## config.mk

```make
export PLATFORM = sky130hd
export DESIGN_NAME = modified_utf8_decode_hash_top
export DESIGN_NICKNAME = d
export VERILOG_FILES = /design/src/sv/mu8dh_pkg.sv /design/src/sv/modified_utf8_decode_hash_top.sv
export SDC_FILE = /design/constraint.sdc
export NUM_CORES = 1
export LEC_CHECK = 0
export ABC_AREA = 1
export BUFFER_PORTS_ARGS = -buffer_cell sky130_fd_sc_hd__buf_2
export CAP_MARGIN = 0
export CORE_MARGIN = 2
export CORE_UTILIZATION = 45
export CTS_BUF_LIST = sky130_fd_sc_hd__clkbuf_4
export DETAILED_ROUTE_END_ITERATION = 7
export MAX_ROUTING_LAYER = met4
export PLACE_DENSITY = 0.72
export SYNTH_ARGS = -nofsm -noshare
export SYNTH_HDL_FRONTEND = slang
export SYNTH_SLANG_ARGS = --single-unit
```

## constraint.sdc

```tcl
create_clock -name clk -period 5.57 [get_ports clk]
set_input_delay 0.557 -clock clk [delete_from_list [all_inputs] [get_ports clk]]
set_output_delay 0.557 -clock clk [all_outputs]
set_load 0.1 [all_outputs]
```

## src/sv/mu8dh_pkg.sv

```systemverilog
// Shared types and constants for the modified UTF-8 decoder with string hash.
package mu8dh_pkg;

    // Hash multiplier and count ceiling
    localparam logic [63:0] HASH_MULT = 64'd37;
    localparam logic [31:0] COUNT_MAX = 32'hFFFF_FFFF;

    // Lead byte form bits and string terminator byte
    localparam int unsigned LEAD_MULTI_BIT = 7;
    localparam int unsigned LEAD_THREE_BIT = 5;
    localparam logic [7:0]  TERM_BYTE      = 8'h00;

    // Continuation bytes still expected
    typedef enum logic [1:0] {
        PEND_NONE = 2'd0,
        PEND_ONE  = 2'd1,
        PEND_TWO  = 2'd2
    } pending_t;

endpackage

```

## src/sv/modified_utf8_decode_hash_top.sv

```systemverilog
// Modified UTF-8 byte-stream decoder emitting characters and a running hash.
//
//   channel | valid     | stall     | payload
//   --------+-----------+-----------+------------------------------------------
//   input   | in_valid  | in_stall  | byte_in
//   output  | out_valid | out_stall | code_unit, is_end, string_hash, char_count
//
// One byte is taken per cycle while in_stall is low; a transaction passes the input
// register and then the decode/hash step into the result register.
// The hash update (shift-add by 37 plus one 64-bit add) sets the cycle time.
// Reset clears the decoder state, hash and count and empties both registers.
// A stalled result holds the input register only when that byte yields a
// result; bytes that yield none keep flowing.
module modified_utf8_decode_hash_top
    import mu8dh_pkg::*;
(
    input  logic        clk,
    input  logic        rst_n,
    input  logic        in_valid,
    output logic        in_stall,
    input  logic [7:0]  byte_in,
    output logic        out_valid,
    input  logic        out_stall,
    output logic [15:0] code_unit,
    output logic        is_end,
    output logic [63:0] string_hash,
    output logic [31:0] char_count
);

    // Input register
    logic        s1_valid_reg;
    logic [7:0]  s1_byte_reg;

    // Decoder state
    pending_t    pending_reg, pending_next;
    logic [15:0] partial_reg, partial_next;
    logic [63:0] hash_reg, hash_next;
    logic [31:0] count_reg, count_next;

    // Result register
    logic        out_valid_reg;
    logic [15:0] code_reg, code_next;
    logic        end_reg, end_next;
    logic [63:0] ohash_reg, ohash_next;
    logic [31:0] ocount_reg, ocount_next;

    logic        is_term;
    logic        produces;
    logic        s1_adv;
    logic        out_free;
    logic [15:0] ch;
    logic [63:0] hash_upd;
    logic [31:0] count_upd;

    // Decode of the byte held in the input register
    always_comb
    begin
        is_term      = (s1_byte_reg == TERM_BYTE);
        produces     = 1'b0;
        ch           = {8'h00, s1_byte_reg};
        pending_next = pending_reg;
        partial_next = partial_reg;
        if (is_term)
        begin
            produces     = 1'b1;
            pending_next = PEND_NONE;
            partial_next = '0;
        end
        else
        begin
            case (pending_reg)
                PEND_TWO:
                begin
                    partial_next = partial_reg | {4'h0, s1_byte_reg[5:0], 6'h00};
                    pending_next = PEND_ONE;
                end
                PEND_ONE:
                begin
                    ch           = partial_reg | {10'h000, s1_byte_reg[5:0]};
                    produces     = 1'b1;
                    pending_next = PEND_NONE;
                    partial_next = '0;
                end
                default:
                begin
                    // lead byte
                    pending_next = PEND_NONE;
                    partial_next = '0;
                    if (!s1_byte_reg[LEAD_MULTI_BIT])
                    begin
                        produces = 1'b1;
                    end
                    else if (!s1_byte_reg[LEAD_THREE_BIT])
                    begin
                        partial_next = {5'h00, s1_byte_reg[4:0], 6'h00};
                        pending_next = PEND_ONE;
                    end
                    else
                    begin
                        partial_next = {s1_byte_reg[3:0], 12'h000};
                        pending_next = PEND_TWO;
                    end
                end
            endcase
        end
    end

    // Hash and saturating count for a decoded character; 37 = 32 + 4 + 1
    assign hash_upd  = {hash_reg[58:0], 5'h00} + {hash_reg[61:0], 2'h0} + hash_reg
                       + {48'h0, ch};
    assign count_upd = (count_reg == COUNT_MAX) ? count_reg : count_reg + 32'd1;

    // Flow control
    assign out_free = !out_valid_reg || !out_stall;
    assign s1_adv   = s1_valid_reg && (!produces || out_free);
    assign in_stall = s1_valid_reg && !s1_adv;

    // Accumulator and result values
    always_comb
    begin
        hash_next   = hash_reg;
        count_next  = count_reg;
        code_next   = ch;
        end_next    = 1'b0;
        ohash_next  = hash_upd;
        ocount_next = count_upd;
        if (is_term)
        begin
            code_next   = '0;
            end_next    = 1'b1;
            ohash_next  = hash_reg;
            ocount_next = count_reg;
            hash_next   = '0;
            count_next  = '0;
        end
        else if (produces)
        begin
            hash_next  = hash_upd;
            count_next = count_upd;
        end
    end

    // Input register
    always_ff @(posedge clk or negedge rst_n)
    begin
        if (!rst_n)
        begin
            s1_valid_reg <= 1'b0;
        end
        else if (!in_stall)
        begin
            s1_valid_reg <= in_valid;
        end
    end

    always_ff @(posedge clk)
    begin
        if (in_valid && !in_stall)
        begin
            s1_byte_reg <= byte_in;
        end
    end

    // Decoder state
    always_ff @(posedge clk or negedge rst_n)
    begin
        if (!rst_n)
        begin
            pending_reg <= PEND_NONE;
            partial_reg <= '0;
            hash_reg    <= '0;
            count_reg   <= '0;
        end
        else if (s1_adv)
        begin
            pending_reg <= pending_next;
            partial_reg <= partial_next;
            hash_reg    <= hash_next;
            count_reg   <= count_next;
        end
    end

    // Result register
    always_ff @(posedge clk or negedge rst_n)
    begin
        if (!rst_n)
        begin
            out_valid_reg <= 1'b0;
        end
        else if (out_free)
        begin
            out_valid_reg <= s1_adv && produces;
        end
    end

    always_ff @(posedge clk)
    begin
        if (s1_adv && produces)
        begin
            code_reg   <= code_next;
            end_reg    <= end_next;
            ohash_reg  <= ohash_next;
            ocount_reg <= ocount_next;
        end
    end

    assign out_valid   = out_valid_reg;
    assign code_unit   = code_reg;
    assign is_end      = end_reg;
    assign string_hash = ohash_reg;
    assign char_count  = ocount_reg;

endmodule
```

==> flow_summary.yaml, run 1 <==
run_status:
  outcome: "complete, no violations"
global_route:
  grt_pass1_vias: 15810
  grt_pass1_wl_um: 84570
  antenna_found_initial: 2
  grt.total_usage_pct: 26.81
  grt_max_degree: 88
  grt_overflow: 0
cells_and_area:
  layout_common_cells: "892 x nand2_1, 531 x inv_1, 144 x o21ai_0"
  multi_input_area_um2: 9594
  fillCellCount: 4053
  seq_area_um2: 6386
  final_common_cell: "nand2_1"
  layout-drive-gt1-share_pct: 10.60
  area_delta_synth_final_pct: 11.69
  nets: 2895
drt:
  avgViaCountPerCell: 4.978
  ant_nets: 0
  drt_iter0_drc: 1077
  wl_per_cell_um: 16.25
  drc: 0
  firstDrtPassIters: 5
  wl_um: 53160
  vias: 16290
sta:
  period_needed_ps: 4260
  setup_tns_ps: 0
  tightest_slew_ps: 915.0
  max_slew_margin_pct: 39.00
  maxSlewViolCount: 0
  fin_ws_ps: 1310
  fin_worst_skew_ps: 46.94
  setup-violations-final: 0
  grt_setup_unrepaired: "false"
  finalCritPeriodShare_pct: 76.48
  fmax_ghz: 0.2348
  hold_viol_final: 0
synthesis:
  synth.distinct_cells: 43
  syn_nets: 2737
  synthCells: 2534
  ys_seq_area_share_pct: 35.04
  yosys_warnings: 0
  synth-seq-cells: 231
  syn_avg_cell_area_um2: 7.193
  netlist_area_um2: 18230
die:
  ioPinCount: 127
  initial_core_util_pct: 45.77
  die_w_um: 205.3
  core_um2: 39820
  rows: 73
  die-area_um2: 42130
  die-height_um: 205.3
setup_path:
  crit_arrival_ps: 4700
  worst-path-buf-inv: 7
  worstSetupStartpointType: "flop"
  worstSetupPathType: "flop to flop"
  worst-endpoint-required_ps: 6010
  cp.depth: 20
  worst_path_max_delay_cell: "fa_1"
  cp_max_fo: 12
  max_stage_delay_ps: 560
  rr_worst_depth: 20
  crit_top_cell: "inv_1"
  crit_family: "adder cells"
  critical_path.cell_chain: "inv_1 > ha_1 > inv_1 > nor2_1 > inv_1 > nor2_1 > inv_1 > fa_1 > inv_1 > ha_1 > nand2_1 > inv_1 > nand2_1 > nand2_1 > inv_1 > nand2_1 > nand2_1 > nand3b_1 > o21ai_0 > o21ai_0"
  setup.worst_path.end_class: "flop"
clock_tree:
  cts.reportedPaths.clkPinSlew_ps: 70
  cts.sinks: 231
  cts_tree: "built"
  cts.root.buffer_cell: "clkbuf_4"
  cts_resized: 0
  cts.path.max_buffers: 3
  clk_latency_ps: 770
  numCtsBuffers: 66
  h-tree-depth: 3
place:
  dp_hpwl_um: 41480
  pre_cts_ws_ps: 1382
  place_congestion: 0.9726
  port_buffers: 126
min_path:
  hp-class: "primary input to flop"
  whs_path_depth: 1
flow_run:
  drv_cap: 0
through the flow:
stage / util [%] / cell area, um2 / instances / hold WS (ps)
after CTS: 51.11 / 20350 / 3270 / 7.124
final: 51.12 / 20360 / 3272 / 46.34
after global routing: 51.12 / 20360 / 3272 / 19.29
after floorplan: - / 18230 / 2534 / 261.4
after detailed placement: 48.65 / 19370 / 3141 / 453.7
after global placement: 48.65 / 19370 / 3141 / 435.2
logic make-up after synthesis:
| family | after synthesis | synth area share, % |
|---|---|---|
| XOR/XNOR | 19 | 0.9130 |
| AND/OR/NAND/NOR | 1242 | 27.95 |
| AO/OA/AOI/OAI | 261 | 7.572 |
| buffers and inverters | 590 | 12.40 |
| adder cells (fa/ha/maj) | 191 | 16.12 |
| flip-flops | 231 | 35.04 |
worst register-to-register path: cells and delay by family, from the launching register on:
kind / cells / cell delay, ps
DFF: 1 / 400
buffers and inverters: 7 / 670
adders and majority gates: 3 / 1170
AOI/OAI and AO/OA: 2 / 680
and+or+nand+nor: 8 / 1050
final cells by class:
type / instances / share of cell area (%)
Multi-Input combinational cell: 1713 / 47.13
Sequential cell: 231 / 31.37
Inverter: 537 / 9.939
Timing Repair Buffer: 143 / 3.897
Clock buffer: 101 / 3.725
Tap cell: 525 / 3.227
Clock inverter: 20 / 0.6884
Antenna cell: 2 / 0.02459
cell usage after synthesis, drive strengths merged:
cell    number  area share, %
a21o         2          0.082
a21oi       59            1.6
a22oi        4           0.16
and2         2          0.069
and3         1          0.034
buf         25           0.77
clkbuf      28           0.58
clkinv       2          0.041
dfrtp      110             15
edfxtp     121             20
fa          73            8.0
ha         118            8.1
inv        535             11
nand2      902             19
nand3      117            3.4
nand3b       8           0.33
nand4       21           0.79
nor2       147            3.2
nor3        32            1.0
nor4         2          0.069
o211ai       9           0.40
o21ai      177            4.9
o21bai       4           0.16
o22ai        4           0.14
o31ai        2          0.082
or2         10           0.34
xnor2        2          0.096
xor2        17           0.82
worst paths after layout:
check / from / end / slack (ps)
max in group asynchronous: rst_n / count_reg[27] / 3810
hold / removal: byte_in[0] / s1_byte_reg[0] / 50
min in group asynchronous: rst_n / hash_reg[31] / 480
setup / recovery: pending_reg[1] / string_hash[23] / 1310
setup reg to reg: pending_reg[1] / string_hash[23] / 1310
hold reg to reg: s1_byte_reg[4] / code_unit[4] / 470
layer usage:
metal  track usage [%]  vias to the layer above  part of all wire, %  wire [um]
met5                 -                        -                    0          0
met4             8.839                        0                  2.7       1432
met3             3.991                       96                  6.0       3192
met2             41.72                      502                   45      23940
met1             36.07                     7501                   46      24590
li1                  -                     8189                    -          -
repair_timing:
item	4_1_cts	5_1_grt
buffers inserted	0	0
endpoints found under the hold margin	67	0
hold buffers	8	0
Power of run 1 is left out: the tool's default activity adds up to more than one toggle a clock period on the data nets, which glitch-free logic cannot reach.
==> run 2: changes to the inputs <==
clock period = 4.3 ns   (was 5.57 ns; I/O delays follow)
==> flow_summary.yaml, run 2 (synthesis results as in run 1) <==
drt:
  avgViaCountPerCell: 5.006
  drt_iter0_drc: 1110
  vias: 16430
  wl_um: 53670
  ant_nets: 0
  drc: 0
  wl_per_cell_um: 16.36
  firstDrtPassIters: 5
setup_path:
  worstSetupStartpointType: "flop"
  worst_path_max_delay_cell: "fa_1"
  crit_family: "simple AND/OR/NAND/NOR gates"
  critical_path.cell_chain: "inv_1 > ha_1 > inv_1 > nor2_1 > inv_2 > nor2_1 > inv_1 > fa_1 > inv_1 > ha_1 > nand2_1 > nor2_1 > nand3_1 > nand3_1 > nand2_1 > nand2_1 > nand2_1 > nand3_1 > nand2_1 > nand2_1 > nand2_1"
  setup.worst_path.end_class: "flop"
  crit_top_cell: "nand2_1"
  cp_max_fo: 12
  worstSetupPathType: "flop to flop"
  crit_arrival_ps: 4500
  worst-path-buf-inv: 5
  worst-endpoint-required_ps: 4760
  max_stage_delay_ps: 550
sta:
  tightest_slew_ps: 960.5
  period_needed_ps: 4038
  grt_setup_unrepaired: "false"
  fin_worst_skew_ps: 57.75
  setup_tns_ps: 0
  finalCritPeriodShare_pct: 93.90
  max_slew_margin_pct: 35.97
  setup-violations-final: 0
  fmax_ghz: 0.2477
  maxSlewViolCount: 0
  hold_viol_final: 0
clock_tree:
  cts.root.buffer_cell: "clkbuf_4"
  h-tree-depth: 3
  cts.path.max_buffers: 3
  cts_tree: "built"
  cts.sinks: 231
  numCtsBuffers: 67
  clk_latency_ps: 760
  cts.reportedPaths.clkPinSlew_ps: 70
place:
  port_buffers: 126
  place_congestion: 1.014
  dp_hpwl_um: 41720
global_route:
  grt.total_usage_pct: 27.09
  grt_pass1_wl_um: 85440
  grt_pass1_vias: 15900
  antenna_found_initial: 2
  grt_max_degree: 171
  grt_overflow: 0
cells_and_area:
  seq_area_um2: 6386
  area_delta_synth_final_pct: 12.10
  multi_input_area_um2: 9605
  fillCellCount: 4028
  final_common_cell: "nand2_1"
  layout-drive-gt1-share_pct: 10.68
  layout_common_cells: "890 x nand2_1, 530 x inv_1, 141 x o21ai_0"
  nets: 2905
die:
  die-height_um: 205.3
  initial_core_util_pct: 45.77
  core_um2: 39820
  ioPinCount: 127
  die-area_um2: 42130
  rows: 73
  die_w_um: 205.3
run_status:
  outcome: "complete, no violations"
min_path:
  hp-class: "primary input to asynchronous set/reset pin"
flow_run:
  drv_cap: 0
## run 2: cell types whose count changed in the layout (fill, tap and decap cells not counted), sizes merged
cell         before  now
buf             135  141
clkbuf          101   94
clkinv           15   21
dlygate4sd3       8   11
inv             538  539
## run 2: layout make-up
class	count	area share, %
diodes	2	0.02450
clock buffers	94	3.454
clock inverters	27	0.8206
inverters	537	9.903
multi-input cells	1713	47.01
flip-flops and latches	231	31.26
well taps	525	3.215
repair buffers	152	4.311
## run 2: worst paths after layout
path	startpoint	end	slack, ps	cells past startpoint
max in group asynchronous	rst_n	hash_reg[55]	2940	3
min reg2reg	s1_byte_reg[4]	code_unit[4]	460	0
min	rst_n	pending_reg[0]	360	2
min in group clk	byte_in[6]	s1_byte_reg[6]	430	2
max	pending_reg[1]	string_hash[54]	260	21
max reg2reg	pending_reg[1]	string_hash[54]	260	21
## run 2: what timing repair did
action                                 CTS  global route
endpoints found under the hold margin   62             0
gates resized for setup                  0             8
hold buffers                            11             0
setup endpoints to repair                0            29
buffers inserted                         0             2
## run 2: metal layers
metal / part of all wire, % / vias up / global-route usage [%]
li1: - / 8222 / -
met1: 46 / 7639 / 37.10
met2: 45 / 488 / 42.01
met3: 6.2 / 77 / 3.564
met4: 2.3 / 0 / 8.299
met5: 0 / - / -
## run 2: metrics by stage
step | hold WS (ps) | utilization (%) | setup WS, ps | cell area, um2 | std cells
final | 356.8 | 51.30 | 262.4 | 20430 | 3281
after global routing | 394.7 | 51.30 | 10.92 | 20430 | 3281
after CTS | 335.9 | 51.23 | 110.2 | 20400 | 3277
after detailed placement | 450.4 | 48.76 | 150.1 | 19420 | 3145
after global placement | 428.2 | 48.76 | 240.5 | 19420 | 3145
after floorplan | 134.4 | - | 763.6 | 18230 | 2534
Power of run 2 is left out for the same reason.
==> run 3: changes to the inputs <==
--- a/config.mk
+++ b/config.mk
@@ -14,5 +14,4 @@
 export DETAILED_ROUTE_END_ITERATION = 7
 export MAX_ROUTING_LAYER = met4
-export PLACE_DENSITY = 0.72
 export SYNTH_ARGS = -nofsm -noshare
 export SYNTH_HDL_FRONTEND = slang
==> constraint.sdc (replaced) <==
create_clock -name clk -period 4.3 [get_ports clk]
set_input_delay 0.43 -clock clk [delete_from_list [all_inputs] [get_ports clk]]
set_output_delay 0.43 -clock clk [all_outputs]
set_load 0.02 [all_outputs]
==> flow_summary.yaml, run 3 (synthesis results as in run 1) <==
run_status:
  outcome: "complete, no violations"
cells_and_area:
  finalInstanceArea_um2: 20380
  final_common_cell: "nand2_1"
  layout-drive-gt1-share_pct: 10.76
  layout_common_cells: "891 x nand2_1, 530 x inv_1, 143 x o21ai_0"
  area_delta_synth_final_pct: 11.80
  fillCellCount: 4093
  nets: 2903
clock_tree:
  h-tree-depth: 3
  clk_latency_ps: 770
  cts.root.buffer_cell: "clkbuf_4"
  cts.path.max_buffers: 3
  cts.sinks: 231
  numCtsBuffers: 68
  cts.reportedPaths.clkPinSlew_ps: 70
  cts_tree: "built"
die:
  initial_core_util_pct: 45.77
  die_w_um: 205.3
  rows: 73
  die-height_um: 205.3
  core_um2: 39820
  ioPinCount: 127
  die-area_um2: 42130
min_path:
  hp-class: "primary input to asynchronous set/reset pin"
global_route:
  grt_overflow: 0
  grt_max_degree: 171
  grt_pass1_vias: 15560
  grt_pass1_wl_um: 84900
  antenna_found_initial: 2
  grt.total_usage_pct: 27.04
flow_run:
  drv_cap: 0
drt:
  drc: 0
  wl_um: 53730
  drt_iter0_drc: 1159
  ant_nets: 0
  wl_per_cell_um: 16.39
  firstDrtPassIters: 6
  avgViaCountPerCell: 4.951
  vias: 16230
sta:
  setup_tns_ps: 0
  grt_setup_unrepaired: "false"
  setup-violations-final: 0
  tightest_slew_ps: 969.8
  finalCritPeriodShare_pct: 92.54
  period_needed_ps: 3979
  maxSlewViolCount: 0
  max_slew_margin_pct: 35.35
  fmax_ghz: 0.2513
  fin_worst_skew_ps: 59.68
  hold_viol_final: 0
place:
  place_congestion: 1.004
  dp_hpwl_um: 41820
  port_buffers: 126
  dpl_cell_area_um2: 19390
setup_path:
  setup.worst_path.end_class: "flop"
  crit_arrival_ps: 4450
  worstReg2RegEnd: "string_hash[25]"
  worst-endpoint-required_ps: 4770
  worstSetupStartpointType: "flop"
  reg2reg_from: "s1_byte_reg[0]"
  r2r_slack_ps: 320
  rr_worst_depth: 16
  cp_max_fo: 12
  worstSetupPathType: "flop to flop"
==> run 3: cell count changes in the layout (fill, tap and decap cells not counted), sizes merged <==
cell,change
buf,-3
inv,-1
clkbuf,+5
bufinv,-2
clkinv,-1
==> run 3: area by class of cell <==
type                       count  area, um2  share of cell area (%)
timing repair buffer         149      858.3                   4.212
clock inverter                23      100.1                  0.4912
clock buffer                  99      743.2                   3.647
antenna                        2      5.005                 0.02456
multi-input combinational   1713       9604                   47.13
inverter                     537       2023                   9.929
sequential                   231       6386                   31.34
tap                          525      656.9                   3.224
==> run 3: worst max-delay path by stage <==
stage,cells past startpoint,startpoint,to
after detailed placement,17,s1_byte_reg[0],string_hash[32]
after global routing,22,pending_reg[1],string_hash[47]
after CTS,17,s1_byte_reg[0],string_hash[32]
after floorplan,22,s1_byte_reg[5],string_hash[47]
final,16,s1_byte_reg[0],string_hash[25]
after global placement,19,pending_reg[1],string_hash[32]
==> run 3: per-layer routing <==
metal	part of all wire (%)	global-route usage [%]	vias up	wire, um
met3	5.3	4.245	93	2822
met5	0	-	-	0
met2	44	41.60	446	23740
met4	2.3	7.246	0	1247
li1	-	-	8196	-
met1	48	37.25	7499	25920
==> run 3: repair_timing <==
| item | in CTS | in global routing |
|---|---|---|
| hold buffers | 11 | 0 |
| resized for setup | 0 | 6 |
| endpoints found under the setup margin | 0 | 27 |
| setup buffers | 0 | 2 |
| hold endpoints to repair | 54 | 0 |
==> run 3: worst max-delay path, stage by stage (launching register included) <==
cell and delay (ps):
edfxtp_1 460, nor2_1 150, nand3_1 130, nor2_4 170
nor2_1 70, inv_2 180, nor2_1 100, fa_1 480
ha_1 370, nand2_1 140, inv_1 60, a21oi_1 140
nand2_1 140, nand2_1 100, nand3_1 220, o21ai_0 590
o21ai_0 200
==> run 3: through the flow <==
stage	cells	hold WS, ps	setup WS, ps	util (%)
after floorplan	2534	134.4	763.6	-
after global placement	3142	436.9	207.1	48.70
after CTS	3275	245.9	143.4	51.09
after detailed placement	3142	448.9	182.5	48.70
final	3279	282.4	320.8	51.17
after global routing	3279	275.1	21.05	51.17
Power of run 3 is left out for the same reason.
